[src/sv/frame_ring_queue_keep_last_core_macros.svh]
// Assertion helpers for the ring queue core.
// All checks sample on the rising edge of clk and are off while arst_n is low.
`ifndef FRAME_RING_QUEUE_KEEP_LAST_CORE_MACROS_SVH
`define FRAME_RING_QUEUE_KEEP_LAST_CORE_MACROS_SVH

// Same-cycle implication
`define FRQKL_ASSERT_IMP(lbl, ante, cons, msg) \
	lbl: assert property (@(posedge clk) disable iff (!arst_n) (ante) |-> (cons)) \
		else $error(msg);

// Next-cycle implication
`define FRQKL_ASSERT_NXT(lbl, ante, cons, msg) \
	lbl: assert property (@(posedge clk) disable iff (!arst_n) (ante) |=> (cons)) \
		else $error(msg);

`endif

[src/sv/frqkl_pkg.sv]
`timescale 1ns / 1ps
package frqkl_pkg;

	localparam int REQ_W    = 3;
	localparam int FRAME_W  = 32;
	localparam int STAT_W   = 2;
	localparam int HC_W     = 5;   // held count, remaining and queue limit width
	localparam int CFG_W    = 5;
	localparam int CFG_IDX_W = 1;

	localparam int DEPTH_DEF     = 16;
	localparam int WORD_BITS_DEF = 32;

	localparam int QUEUE_LIMIT_RST = 16;
	localparam logic KEEP_LAST_RST = 1'b1;

	localparam logic [CFG_IDX_W-1:0] CFG_QUEUE_LIMIT = 1'b0;
	localparam logic [CFG_IDX_W-1:0] CFG_KEEP_LAST   = 1'b1;

	typedef enum logic [REQ_W-1:0] {
		REQ_PUSH      = 3'd0,
		REQ_ADVANCE   = 3'd1,
		REQ_PEEK_CUR  = 3'd2,
		REQ_PEEK_NEXT = 3'd3,
		REQ_PEEK_LAST = 3'd4
	} frqkl_req_t;

	typedef enum logic [STAT_W-1:0] {
		ST_OK    = 2'd0,
		ST_FULL  = 2'd1,
		ST_EMPTY = 2'd2,
		ST_ABORT = 2'd3
	} frqkl_status_t;

endpackage

[src/sv/frame_ring_queue_keep_last_core.sv]
`timescale 1ns / 1ps
// Channel   | Signals                                        | Transfer
// ----------+------------------------------------------------+--------------------------
// request   | start, busy, req_type, frame_word, abort_flag  | start && !busy
// result    | done, status, read_word, remaining             | done (single cycle)
// config    | cfg_we, cfg_index, cfg_data                    | cfg_we
//
// One request per cycle while busy is low; each result is on done in the cycle after its request
// transfer, aligned with the registered read of the entry store.
// A write to queue_limit starts a position reduction: busy stays high until both
// positions are below the new limit (one compare-subtract of the limit per cycle), and
// no request transfers meanwhile.
// Reset (arst_n low) clears pointers, count, shown flag and registers; the store keeps
// no reset. The receiver cannot stall results, so none is ever held back.
module frame_ring_queue_keep_last_core import frqkl_pkg::*; #(
	parameter int DEPTH     = DEPTH_DEF,
	parameter int WORD_BITS = WORD_BITS_DEF
) (
	input  logic                 clk,
	input  logic                 arst_n,
	// request
	input  logic                 start,
	output logic                 busy,
	input  logic [REQ_W-1:0]     req_type,
	input  logic [FRAME_W-1:0]   frame_word,
	input  logic                 abort_flag,
	// result
	output logic                 done,
	output logic [STAT_W-1:0]    status,
	output logic [FRAME_W-1:0]   read_word,
	output logic [HC_W-1:0]      remaining,
	// configuration
	input  logic                 cfg_we,
	input  logic [CFG_IDX_W-1:0] cfg_index,
	input  logic [CFG_W-1:0]     cfg_data
);

`include "frame_ring_queue_keep_last_core_macros.svh"

	// Largest usable limit: the 5-bit register caps it at 31.
	localparam int MAX_LIM = (DEPTH < 31) ? DEPTH : 31;
	localparam int PW      = $clog2(MAX_LIM);       // ring position
	localparam int LW      = $clog2(MAX_LIM + 1);   // effective limit
	localparam int SW      = LW + 1;                // position plus offset
	localparam int AW      = $clog2(DEPTH);         // store address
	localparam int LIM_RST = (QUEUE_LIMIT_RST < MAX_LIM) ? QUEUE_LIMIT_RST : MAX_LIM;

	// (pos + add) mod lim, with pos already below lim and add at most two
	function automatic logic [PW-1:0] slot_f(input logic [PW-1:0] pos,
		input logic [1:0] add, input logic [LW-1:0] lim);
		logic [SW-1:0] s;
		s = SW'(pos) + SW'(add);
		if (s >= SW'(lim)) begin
			s = s - SW'(lim);
		end
		if (s >= SW'(lim)) begin
			s = s - SW'(lim);
		end
		return PW'(s);
	endfunction

	// Architectural state
	logic [LW-1:0]   lim_q;        // effective limit, clamped on write
	logic            keep_q;
	logic [HC_W-1:0] held_q;
	logic            shown_q;
	logic [PW-1:0]   rp_q;         // positions reduced by the current limit
	logic [PW-1:0]   wp_q;
	logic [PW-1:0]   rp_raw_q;     // positions as last moved by a request
	logic [PW-1:0]   wp_raw_q;

	// Result pipeline
	logic                 done_s1;
	frqkl_status_t        status_s1;
	logic [HC_W-1:0]      remaining_s1;
	logic                 peek_ok_s1;

	// Request decode
	logic            accept;
	logic            lim_wr;
	logic [LW-1:0]   lim_new;
	frqkl_status_t   status_d;
	logic [HC_W-1:0] held_d;
	logic            shown_d;
	logic [PW-1:0]   rp_d;
	logic [PW-1:0]   wp_d;
	logic            rp_mv;
	logic            mem_we;
	logic            mem_re;
	logic [PW-1:0]   rd_pos;
	logic [HC_W-1:0] avail;
	logic [HC_W-1:0] lim_ext;
	logic [WORD_BITS-1:0] mem_rdata;

	logic          norm_busy;
	logic          norm_fin;
	logic [PW-1:0] norm_rp;
	logic [PW-1:0] norm_wp;

	assign accept  = start && !busy;
	assign lim_wr  = cfg_we && (cfg_index == CFG_QUEUE_LIMIT);
	assign avail   = held_q - HC_W'(shown_q);
	assign lim_ext = HC_W'(lim_q);

	// Clamp to the built depth; zero behaves as one.
	always_comb begin
		if (cfg_data == '0) begin
			lim_new = LW'(1);
		end else if (cfg_data > CFG_W'(MAX_LIM)) begin
			lim_new = LW'(MAX_LIM);
		end else begin
			lim_new = LW'(cfg_data);
		end
	end

	always_comb begin
		status_d = ST_OK;
		held_d   = held_q;
		shown_d  = shown_q;
		rp_d     = rp_q;
		wp_d     = wp_q;
		rp_mv    = 1'b0;
		mem_we   = 1'b0;
		mem_re   = 1'b0;
		rd_pos   = rp_q;
		case (frqkl_req_t'(req_type))
			REQ_PUSH: begin
				if (abort_flag) begin
					status_d = ST_ABORT;
				end else if (held_q >= lim_ext) begin
					status_d = ST_FULL;
				end else begin
					mem_we = 1'b1;
					wp_d   = slot_f(wp_q, 2'd1, lim_q);
					held_d = held_q + HC_W'(1);
				end
			end
			REQ_ADVANCE: begin
				// abort is not looked at here
				if (held_q <= HC_W'(shown_q)) begin
					status_d = ST_EMPTY;
				end else if (keep_q && !shown_q) begin
					shown_d = 1'b1;   // first advance only marks the entry as shown
				end else begin
					rp_mv  = 1'b1;
					rp_d   = slot_f(rp_q, 2'd1, lim_q);
					held_d = held_q - HC_W'(1);
				end
			end
			REQ_PEEK_CUR: begin
				if (abort_flag) begin
					status_d = ST_ABORT;
				end else if (avail < HC_W'(1)) begin
					status_d = ST_EMPTY;
				end else begin
					mem_re = 1'b1;
					rd_pos = slot_f(rp_q, {1'b0, shown_q}, lim_q);
				end
			end
			REQ_PEEK_NEXT: begin
				if (avail < HC_W'(2)) begin
					status_d = ST_EMPTY;
				end else begin
					mem_re = 1'b1;
					rd_pos = slot_f(rp_q, {1'b0, shown_q} + 2'd1, lim_q);
				end
			end
			REQ_PEEK_LAST: begin
				if (held_q < HC_W'(1)) begin
					status_d = ST_EMPTY;
				end else begin
					mem_re = 1'b1;
					rd_pos = rp_q;
				end
			end
			default: begin
				// unused codes: no effect, status ok
			end
		endcase
	end

	frqkl_store #(
		.DEPTH     (DEPTH),
		.WORD_BITS (WORD_BITS)
	) u_store (
		.clk   (clk),
		.we    (accept && mem_we),
		.waddr (AW'(wp_q)),
		.wdata (WORD_BITS'(frame_word)),
		.re    (accept && mem_re),
		.raddr (AW'(rd_pos)),
		.rdata (mem_rdata)
	);

	// Re-reduces both positions after a limit change.
	frqkl_norm #(
		.PW (PW),
		.LW (LW)
	) u_norm (
		.clk    (clk),
		.arst_n (arst_n),
		.load   (lim_wr),
		.raw_rp (rp_raw_q),
		.raw_wp (wp_raw_q),
		.lim    (lim_q),
		.busy   (norm_busy),
		.fin    (norm_fin),
		.rp_n   (norm_rp),
		.wp_n   (norm_wp)
	);

	assign busy = norm_busy;

	// Configuration registers
	always_ff @(posedge clk or negedge arst_n) begin
		if (!arst_n) begin
			lim_q  <= LW'(LIM_RST);
			keep_q <= KEEP_LAST_RST;
		end else if (cfg_we) begin
			if (cfg_index == CFG_QUEUE_LIMIT) begin
				lim_q <= lim_new;
			end
			if (cfg_index == CFG_KEEP_LAST) begin
				keep_q <= cfg_data[0];
			end
		end
	end

	// Queue state: updated on the request transfer (positions also when a reduction ends),
	// so the next request sees it straight away and the store write lands before its read.
	always_ff @(posedge clk or negedge arst_n) begin
		if (!arst_n) begin
			held_q   <= '0;
			shown_q  <= 1'b0;
			rp_q     <= '0;
			wp_q     <= '0;
			rp_raw_q <= '0;
			wp_raw_q <= '0;
		end else if (norm_fin) begin
			rp_q <= norm_rp;
			wp_q <= norm_wp;
		end else if (accept) begin
			held_q  <= held_d;
			shown_q <= shown_d;
			rp_q    <= rp_d;
			wp_q    <= wp_d;
			// raw copies change only when the position itself moves
			if (rp_mv) begin
				rp_raw_q <= rp_d;
			end
			if (mem_we) begin
				wp_raw_q <= wp_d;
			end
		end
	end

	// Result stage, aligned with the store read data
	always_ff @(posedge clk or negedge arst_n) begin
		if (!arst_n) begin
			done_s1    <= 1'b0;
			peek_ok_s1 <= 1'b0;
		end else begin
			done_s1    <= accept;
			peek_ok_s1 <= accept && mem_re;
		end
	end

	always_ff @(posedge clk) begin
		if (accept) begin
			status_s1    <= status_d;
			remaining_s1 <= held_d - HC_W'(shown_d);
		end
	end

	assign done      = done_s1;
	assign status    = status_s1;
	assign remaining = remaining_s1;
	assign read_word = peek_ok_s1 ? FRAME_W'(mem_rdata) : '0;

	// Checks
	`FRQKL_ASSERT_NXT(a_done_follows, accept, done, "result strobe missing after transfer")
	`FRQKL_ASSERT_IMP(a_shown_held, 1'b1, held_q >= HC_W'(shown_q), "shown flag without entry")
	`FRQKL_ASSERT_IMP(a_pos_reduced, !busy, (LW'(rp_q) < lim_q) && (LW'(wp_q) < lim_q), "pos")
	`FRQKL_ASSERT_IMP(a_word_ok, done && (status != ST_OK), read_word == '0, "word on failure")

endmodule

[src/sv/frqkl_store.sv]
`timescale 1ns / 1ps
module frqkl_store import frqkl_pkg::*; #(
	parameter int DEPTH     = DEPTH_DEF,
	parameter int WORD_BITS = WORD_BITS_DEF,
	localparam int AW = $clog2(DEPTH)
) (
	input  logic                 clk,
	input  logic                 we,
	input  logic [AW-1:0]        waddr,
	input  logic [WORD_BITS-1:0] wdata,
	input  logic                 re,
	input  logic [AW-1:0]        raddr,
	output logic [WORD_BITS-1:0] rdata
);

	logic [WORD_BITS-1:0] mem [DEPTH];
	logic [WORD_BITS-1:0] rd_s1;

	always_ff @(posedge clk) begin
		if (we) begin
			mem[waddr] <= wdata;
		end
	end

	// read port, registered
	always_ff @(posedge clk) begin
		if (re) begin
			rd_s1 <= mem[raddr];
		end
	end

	assign rdata = rd_s1;

endmodule

[src/sv/frqkl_norm.sv]
`timescale 1ns / 1ps
module frqkl_norm import frqkl_pkg::*; #(
	parameter int PW = 4,
	parameter int LW = 5
) (
	input  logic          clk,
	input  logic          arst_n,
	input  logic          load,
	input  logic [PW-1:0] raw_rp,
	input  logic [PW-1:0] raw_wp,
	input  logic [LW-1:0] lim,
	output logic          busy,
	output logic          fin,
	output logic [PW-1:0] rp_n,
	output logic [PW-1:0] wp_n
);

	logic          active_q;
	logic [PW-1:0] rp_q;
	logic [PW-1:0] wp_q;
	logic          rp_ge;
	logic          wp_ge;

	// one compare-subtract per cycle on both positions
	assign rp_ge = LW'(rp_q) >= lim;
	assign wp_ge = LW'(wp_q) >= lim;
	assign fin   = active_q && !rp_ge && !wp_ge;
	assign busy  = active_q;
	assign rp_n  = rp_q;
	assign wp_n  = wp_q;

	always_ff @(posedge clk or negedge arst_n) begin
		if (!arst_n) begin
			active_q <= 1'b0;
		end else if (load) begin
			active_q <= 1'b1;
		end else if (fin) begin
			active_q <= 1'b0;
		end
	end

	always_ff @(posedge clk) begin
		if (load) begin
			rp_q <= raw_rp;
			wp_q <= raw_wp;
		end else if (active_q) begin
			if (rp_ge) begin
				rp_q <= rp_q - PW'(lim);
			end
			if (wp_ge) begin
				wp_q <= wp_q - PW'(lim);
			end
		end
	end

endmodule

[config.mk]
export PLATFORM = sky130hd
export DESIGN_NAME = frame_ring_queue_keep_last_core
export DESIGN_NICKNAME = d
export VERILOG_FILES = /design/src/sv/frqkl_pkg.sv /design/src/sv/frame_ring_queue_keep_last_core.sv /design/src/sv/frqkl_store.sv /design/src/sv/frqkl_norm.sv
export VERILOG_INCLUDE_DIRS = /design/src /design/src/sv
export SDC_FILE = /design/constraint.sdc
export NUM_CORES = 1
export LEC_CHECK = 0
export ABC_AREA = 1
export BUFFER_PORTS_ARGS = -buffer_cell sky130_fd_sc_hd__buf_2
export CAP_MARGIN = 10
export CORE_ASPECT_RATIO = 1.75
export CORE_UTILIZATION = 39
export CTS_CLUSTER_DIAMETER = 100
export DETAILED_ROUTE_END_ITERATION = 8
export PLACE_DENSITY = 0.53
export SLEW_MARGIN = 20
export SYNTH_ARGS = -nofsm -noshare
export SYNTH_HDL_FRONTEND = slang
export SYNTH_SLANG_ARGS = --single-unit
export TNS_END_PERCENT = 1
[constraint.sdc]
create_clock -name clk -period 15.4 [get_ports clk]
set_input_delay 3.08 -clock clk [delete_from_list [all_inputs] [get_ports clk]]
set_output_delay 3.08 -clock clk [all_outputs]
set_load 0.05 [all_outputs]
==> results.md <==
GRT:
- After global routing the overflow that remains totals 0.
- Entering global routing, the biggest net connects 169 pins.
- The number of global-route vias before repair is between 20k and 25k.
- Global routing used a little over a fifth of the available tracks across all layers.
- The number of antenna violations at the first check in global routing is 7.
- The met2 track demand over resource in global routing is 38.03%.
- In the global route stage, met3 resource usage came out at under 10%.
- In the global route stage, met1 resource usage came out at 24.58%.
- The most heavily used metal layer in global routing is met2.
- The global-route wire length before repair is between 100 and 150 mm.

Pwr:
- The clock share of power is 25.2%.
- The combinational cell fraction of total power is about two fifths.
- Net switching is approximately two fifths of the power.
- For this design the static power due to leakage is 13.27 nW.
- For this design the total switching power over the nets is 0.002145 W.
- Registers are responsible for 34.8% of the overall power.
- The power density normalized to cell area is about 170 mW/mm^2.
- VDD sags by at most 159.5 uV.
- The internal power of the cells totals 0.003308 W.

Worst setup path:
- The sort of element at the start of the critical path is a flop.
- The timing startpoint of the critical path is lim_ext[1].
- The critical path is of the reg2reg type.
- STA puts the critical path data required time at 15.78 ns.
- STA classifies the critical path endpoint as a flop.
- The critical path's slowest cell is nand2_8.
- The termination of the worst setup path is u_store.rdata[18].
- The startpoint of the worst-slack reg-to-reg timing path is lim_ext[1].
- The worst register-to-register path ends at u_store.rdata[18].
- The highest cell delay on the worst timing path is 0.92 ns.
- The family of cells with the greatest summed delay on the critical path is simple AND/OR/NAND/NOR gates.
- The minimum setup slack among reg-to-reg paths is 8.09 ns.
- The number of buffers and inverters on the critical path is 2.
- Counting stages on the worst path, the most repeated cell is nand2_1.
- The worst path arrival time is 7.68 ns.
- The worst reg2reg path depth is 27.
- The biggest fanout along the worst timing path is 92.
- The critical path depth is 27.

Timing:
- The final setup skew is between 0.02 and 0.025 ns.
- The final number of hold-violating endpoints is 0.
- The share of the clock period used by the worst path after layout is a little under half.
- The worst path in the final design needs a cycle of 7.308 ns, including I/O delays and setup.
- Setup repair after global routing left no endpoint under its margin.
- The achievable frequency is 136.8 MHz.
- The worst-margin pin slew is 1.091 ns.
- The final max-slew violation count is 0.
- In this run the tightest slew margin relative to its limit is 27.26%.
- Adding up every negative setup slack in the final design gives 0 ns.
- Hold is met by 0.4889 ns.
- Setup violations remaining at the end of the flow were counted as 0.

Clocking:
- TritonCTS created 54 clock buffers.
- Clock tree synthesis found a total of 590 sinks.
- The deepest clock path buffer count is 3.
- In this run the post-CTS setup repair buffer count came out at 0.
- The clock latency on the worst-skew pair is 0.62 ns.
- In this run, post-CTS repair resized a total of 0 instances.
- The root buffer cell chosen for the clock tree is clkbuf_16.
- The number of hold buffers added after CTS was 0.
- The H-tree level count is 2.
- TritonCTS built the clock tree.
- The register clock-pin slew on the reported worst setup and hold paths is 0.06 ns.

Floorplan:
- In this run the horizontal extent of the chip is 205.3 um.
- The die outline area is 0.07348 mm^2.
- between 80 and 90 I/O pins were placed.
- The floorplan has 130 rows.
- The die is 357.8 um tall.
- The starting utilization of the core area is between 30% and 40%.
- The standard cell core area is 0.07173 mm^2.

Logic synthesis:
- In the post-synthesis netlist, the biggest area contributors are edfxtp_1 (59%), nand3_1 (11%), nand2_1 (9.9%), inv_1 (5.1%), ha_1 (3.0%).
- In the synthesized netlist, the cells that appear most often are nand2_1 (748), nand3_1 (607), edfxtp_1 (559).
- The average cell area after synthesis is between 9 and 10 um^2.
- The post-synth net total is slightly below 3k.
- The netlist area before placement is about 0.028 mm^2.
- In this run, distinct cell masters in the synthesized netlist total 47.
- The share of flip-flops with an asynchronous set or reset is 5.254%.
- Summing the sequential cell areas from Yosys gives 62.24% of the chip area.
- Synthesis produced a netlist whose cell count is roughly 2.8k.
- The most repeated cell in the gate-level netlist after synthesis is nand2_1.
- After synthesis, the largest area contributor takes up roughly three fifths of total cell area.
- The number of warnings printed during yosys synthesis is 0.
- The cell taking the most area after synthesis is edfxtp_1.
- The number of enable flip-flop cells after synthesis is 559.
- The primary flip-flop cell chosen by synthesis mapping is edfxtp_1.
- The total of flip-flops plus latches after synthesis is 590.

Finish:
- After routing the design area is 0.03129 mm^2.
- The final core utilization is 43.62%.
- The area growth from synthesis to layout is 10.89%.
- The final net count is 2,988.
- Counting the fill cells in the layout gives 6,766.
- Cells with a size suffix above 1 make up 8.339% of the layout.

Route:
- The detail-routed via count per cell is 5.205.
- In the final routed layout, each cell accounts on average for 19.76 um.
- The routed design has 75.64 mm of wire.
- The final routed DRC violation total is 0.
- The final route contains between 15k and 20k vias.
- The number of nets with antenna violations after detailed routing is 0.
- The first detailed-routing pass took 7 iterations.
- The DRC marker count from the first detailed-route iteration is 1,374.

Placement:
- The sum of net half-perimeters after detailed placement is 40.16 mm.
- In this run the cell area measured after placement is about 0.03 mm^2.
- The number of input and output port buffers inserted is 86.
- Routability-driven placement finished with a final weighted congestion of 0.8593.

Run status:
- The flow ran to the end, and the final reports show no timing, DRC or antenna violations.

Min path:
- The worst hold path class is reg2reg.

Flow run:
- Max-cap violations in this run came to 0.
==> cells by family after synthesis <==
kind of cell	after synthesis	synth area share, %
AOI/OAI and AO/OA	144	2.904
xor gates and xnor gates	29	0.9001
adders and majority gates	78	3.724
buffers and inverters	539	7.972
DFF	590	62.24
muxes	1	0.03547
and+or+nand+nor	1446	22.22
==> area by class of cell <==
class | count | area [um^2] | area share (%)
multi-input combinational | 1698 | 8579 | 27.42
sequential | 590 | 17560 | 56.13
clock inverter | 29 | 376.6 | 1.204
clock buffer | 65 | 1393 | 4.450
antenna | 2 | 5.005 | 0.01599
timing repair buffer | 122 | 720.7 | 2.303
inverter | 398 | 1496 | 4.782
tap | 924 | 1156 | 3.695
==> flip-flops by register name, summed over array words and instances (netlist names) <==
register,count
done,1
held_q,5
keep_q,1
lim_ext,5
peek_ok_s1,1
remaining,5
rp_q,4
rp_raw_q,4
shown_q,1
status,2
u_norm.busy,1
u_norm.rp_n,4
u_norm.wp_n,4
u_store.mem,512
u_store.rdata,32
wp_q,4
wp_raw_q,4
==> worst min-delay path by stage <==
stage,start,endpoint,slack (ns),cells past startpoint
3_3_place_gp,rp_raw_q[2],rp_raw_q[2],0.48,2
4_1_cts,rp_raw_q[1],rp_raw_q[1],0.49,2
5_1_grt,rp_raw_q[1],rp_raw_q[1],0.52,2
2_1_floorplan,rp_raw_q[0],rp_raw_q[0],0.45,2
6_report,rp_raw_q[1],rp_raw_q[1],0.49,2
3_5_place_dp,rp_raw_q[1],rp_raw_q[1],0.48,2
==> layout by cell type, fill, tap and decap left out, types with 3 or more instances in the layout <==
cell type	count
bufinv_16	8
a21oi_1	32
buf_2	86
a31oi_1	3
o21ai_0	66
nand2_1	747
o211ai_1	11
clkinv_1	12
nor2_1	51
xor2_1	21
xnor2_1	8
dfrtp_1	29
nor3_1	6
o22ai_1	5
clkbuf_16	54
o21ai_1	10
inv_1	384
ha_1	68
buf_4	35
clkbuf_1	11
clkinv_2	5
nand3_1	607
o31ai_1	3
edfxtp_1	559
fa_1	10
inv_2	10
nand4_1	6
inv_6	3
nor2_4	17
o21ai_2	3
==> worst reg2reg max path, stage by stage, from the launching register on <==
cell and delay (ns):
dfrtp_1 0.82, inv_1 0.62, ha_1 0.49, nand2_1 0.08, nand2_1 0.05, nand2_1 0.05, nand2_1 0.07, nand2_2 0.13
nand2_4 0.10, nand2_1 0.09, o21ai_2 0.08, ha_1 0.21, fa_1 0.42, nand2_1 0.09, nand2_1 0.05, nand3_1 0.08
a21oi_1 0.10, o21ai_4 0.12, nand2_1 0.08, nand3_1 0.13, nand3_4 0.75, nand2_8 0.99, buf_4 0.85, nand2_1 0.24
nand3_1 0.12, nand3_1 0.09, nand3_1 0.11, nand2_1 0.06
==> power groups by stage <==
stage	sequential [W]	clock [W]	combinational, W
final	0.00190	0.00137	0.00218
after global routing	0.00190	0.00146	0.00245
after CTS	0.00190	0.00140	0.00219
after detailed placement	0.00193	0	0.00218
after global placement	0.00193	0	0.00213
after floorplan	0.00193	0	0.00164
==> layer usage <==
layer	vias to the layer above	share of wire, %
met2	519	52
met1	9709	40
met3	169	4.6
met5	-	0.041
met4	4	3.9
li1	9525	-
==> through the flow <==
step           total power (W)  std cells  setup WS [ns]
4_1_cts               0.005493       3825          7.715
2_1_floorplan         0.003562       2827          8.622
3_3_place_gp          0.004057       3731          7.712
5_1_grt               0.005809       3827          7.538
3_5_place_dp          0.004113       3731          7.666
6_report              0.005453       3828          8.092
No activity file was read; power rests on OpenSTA's default activity.
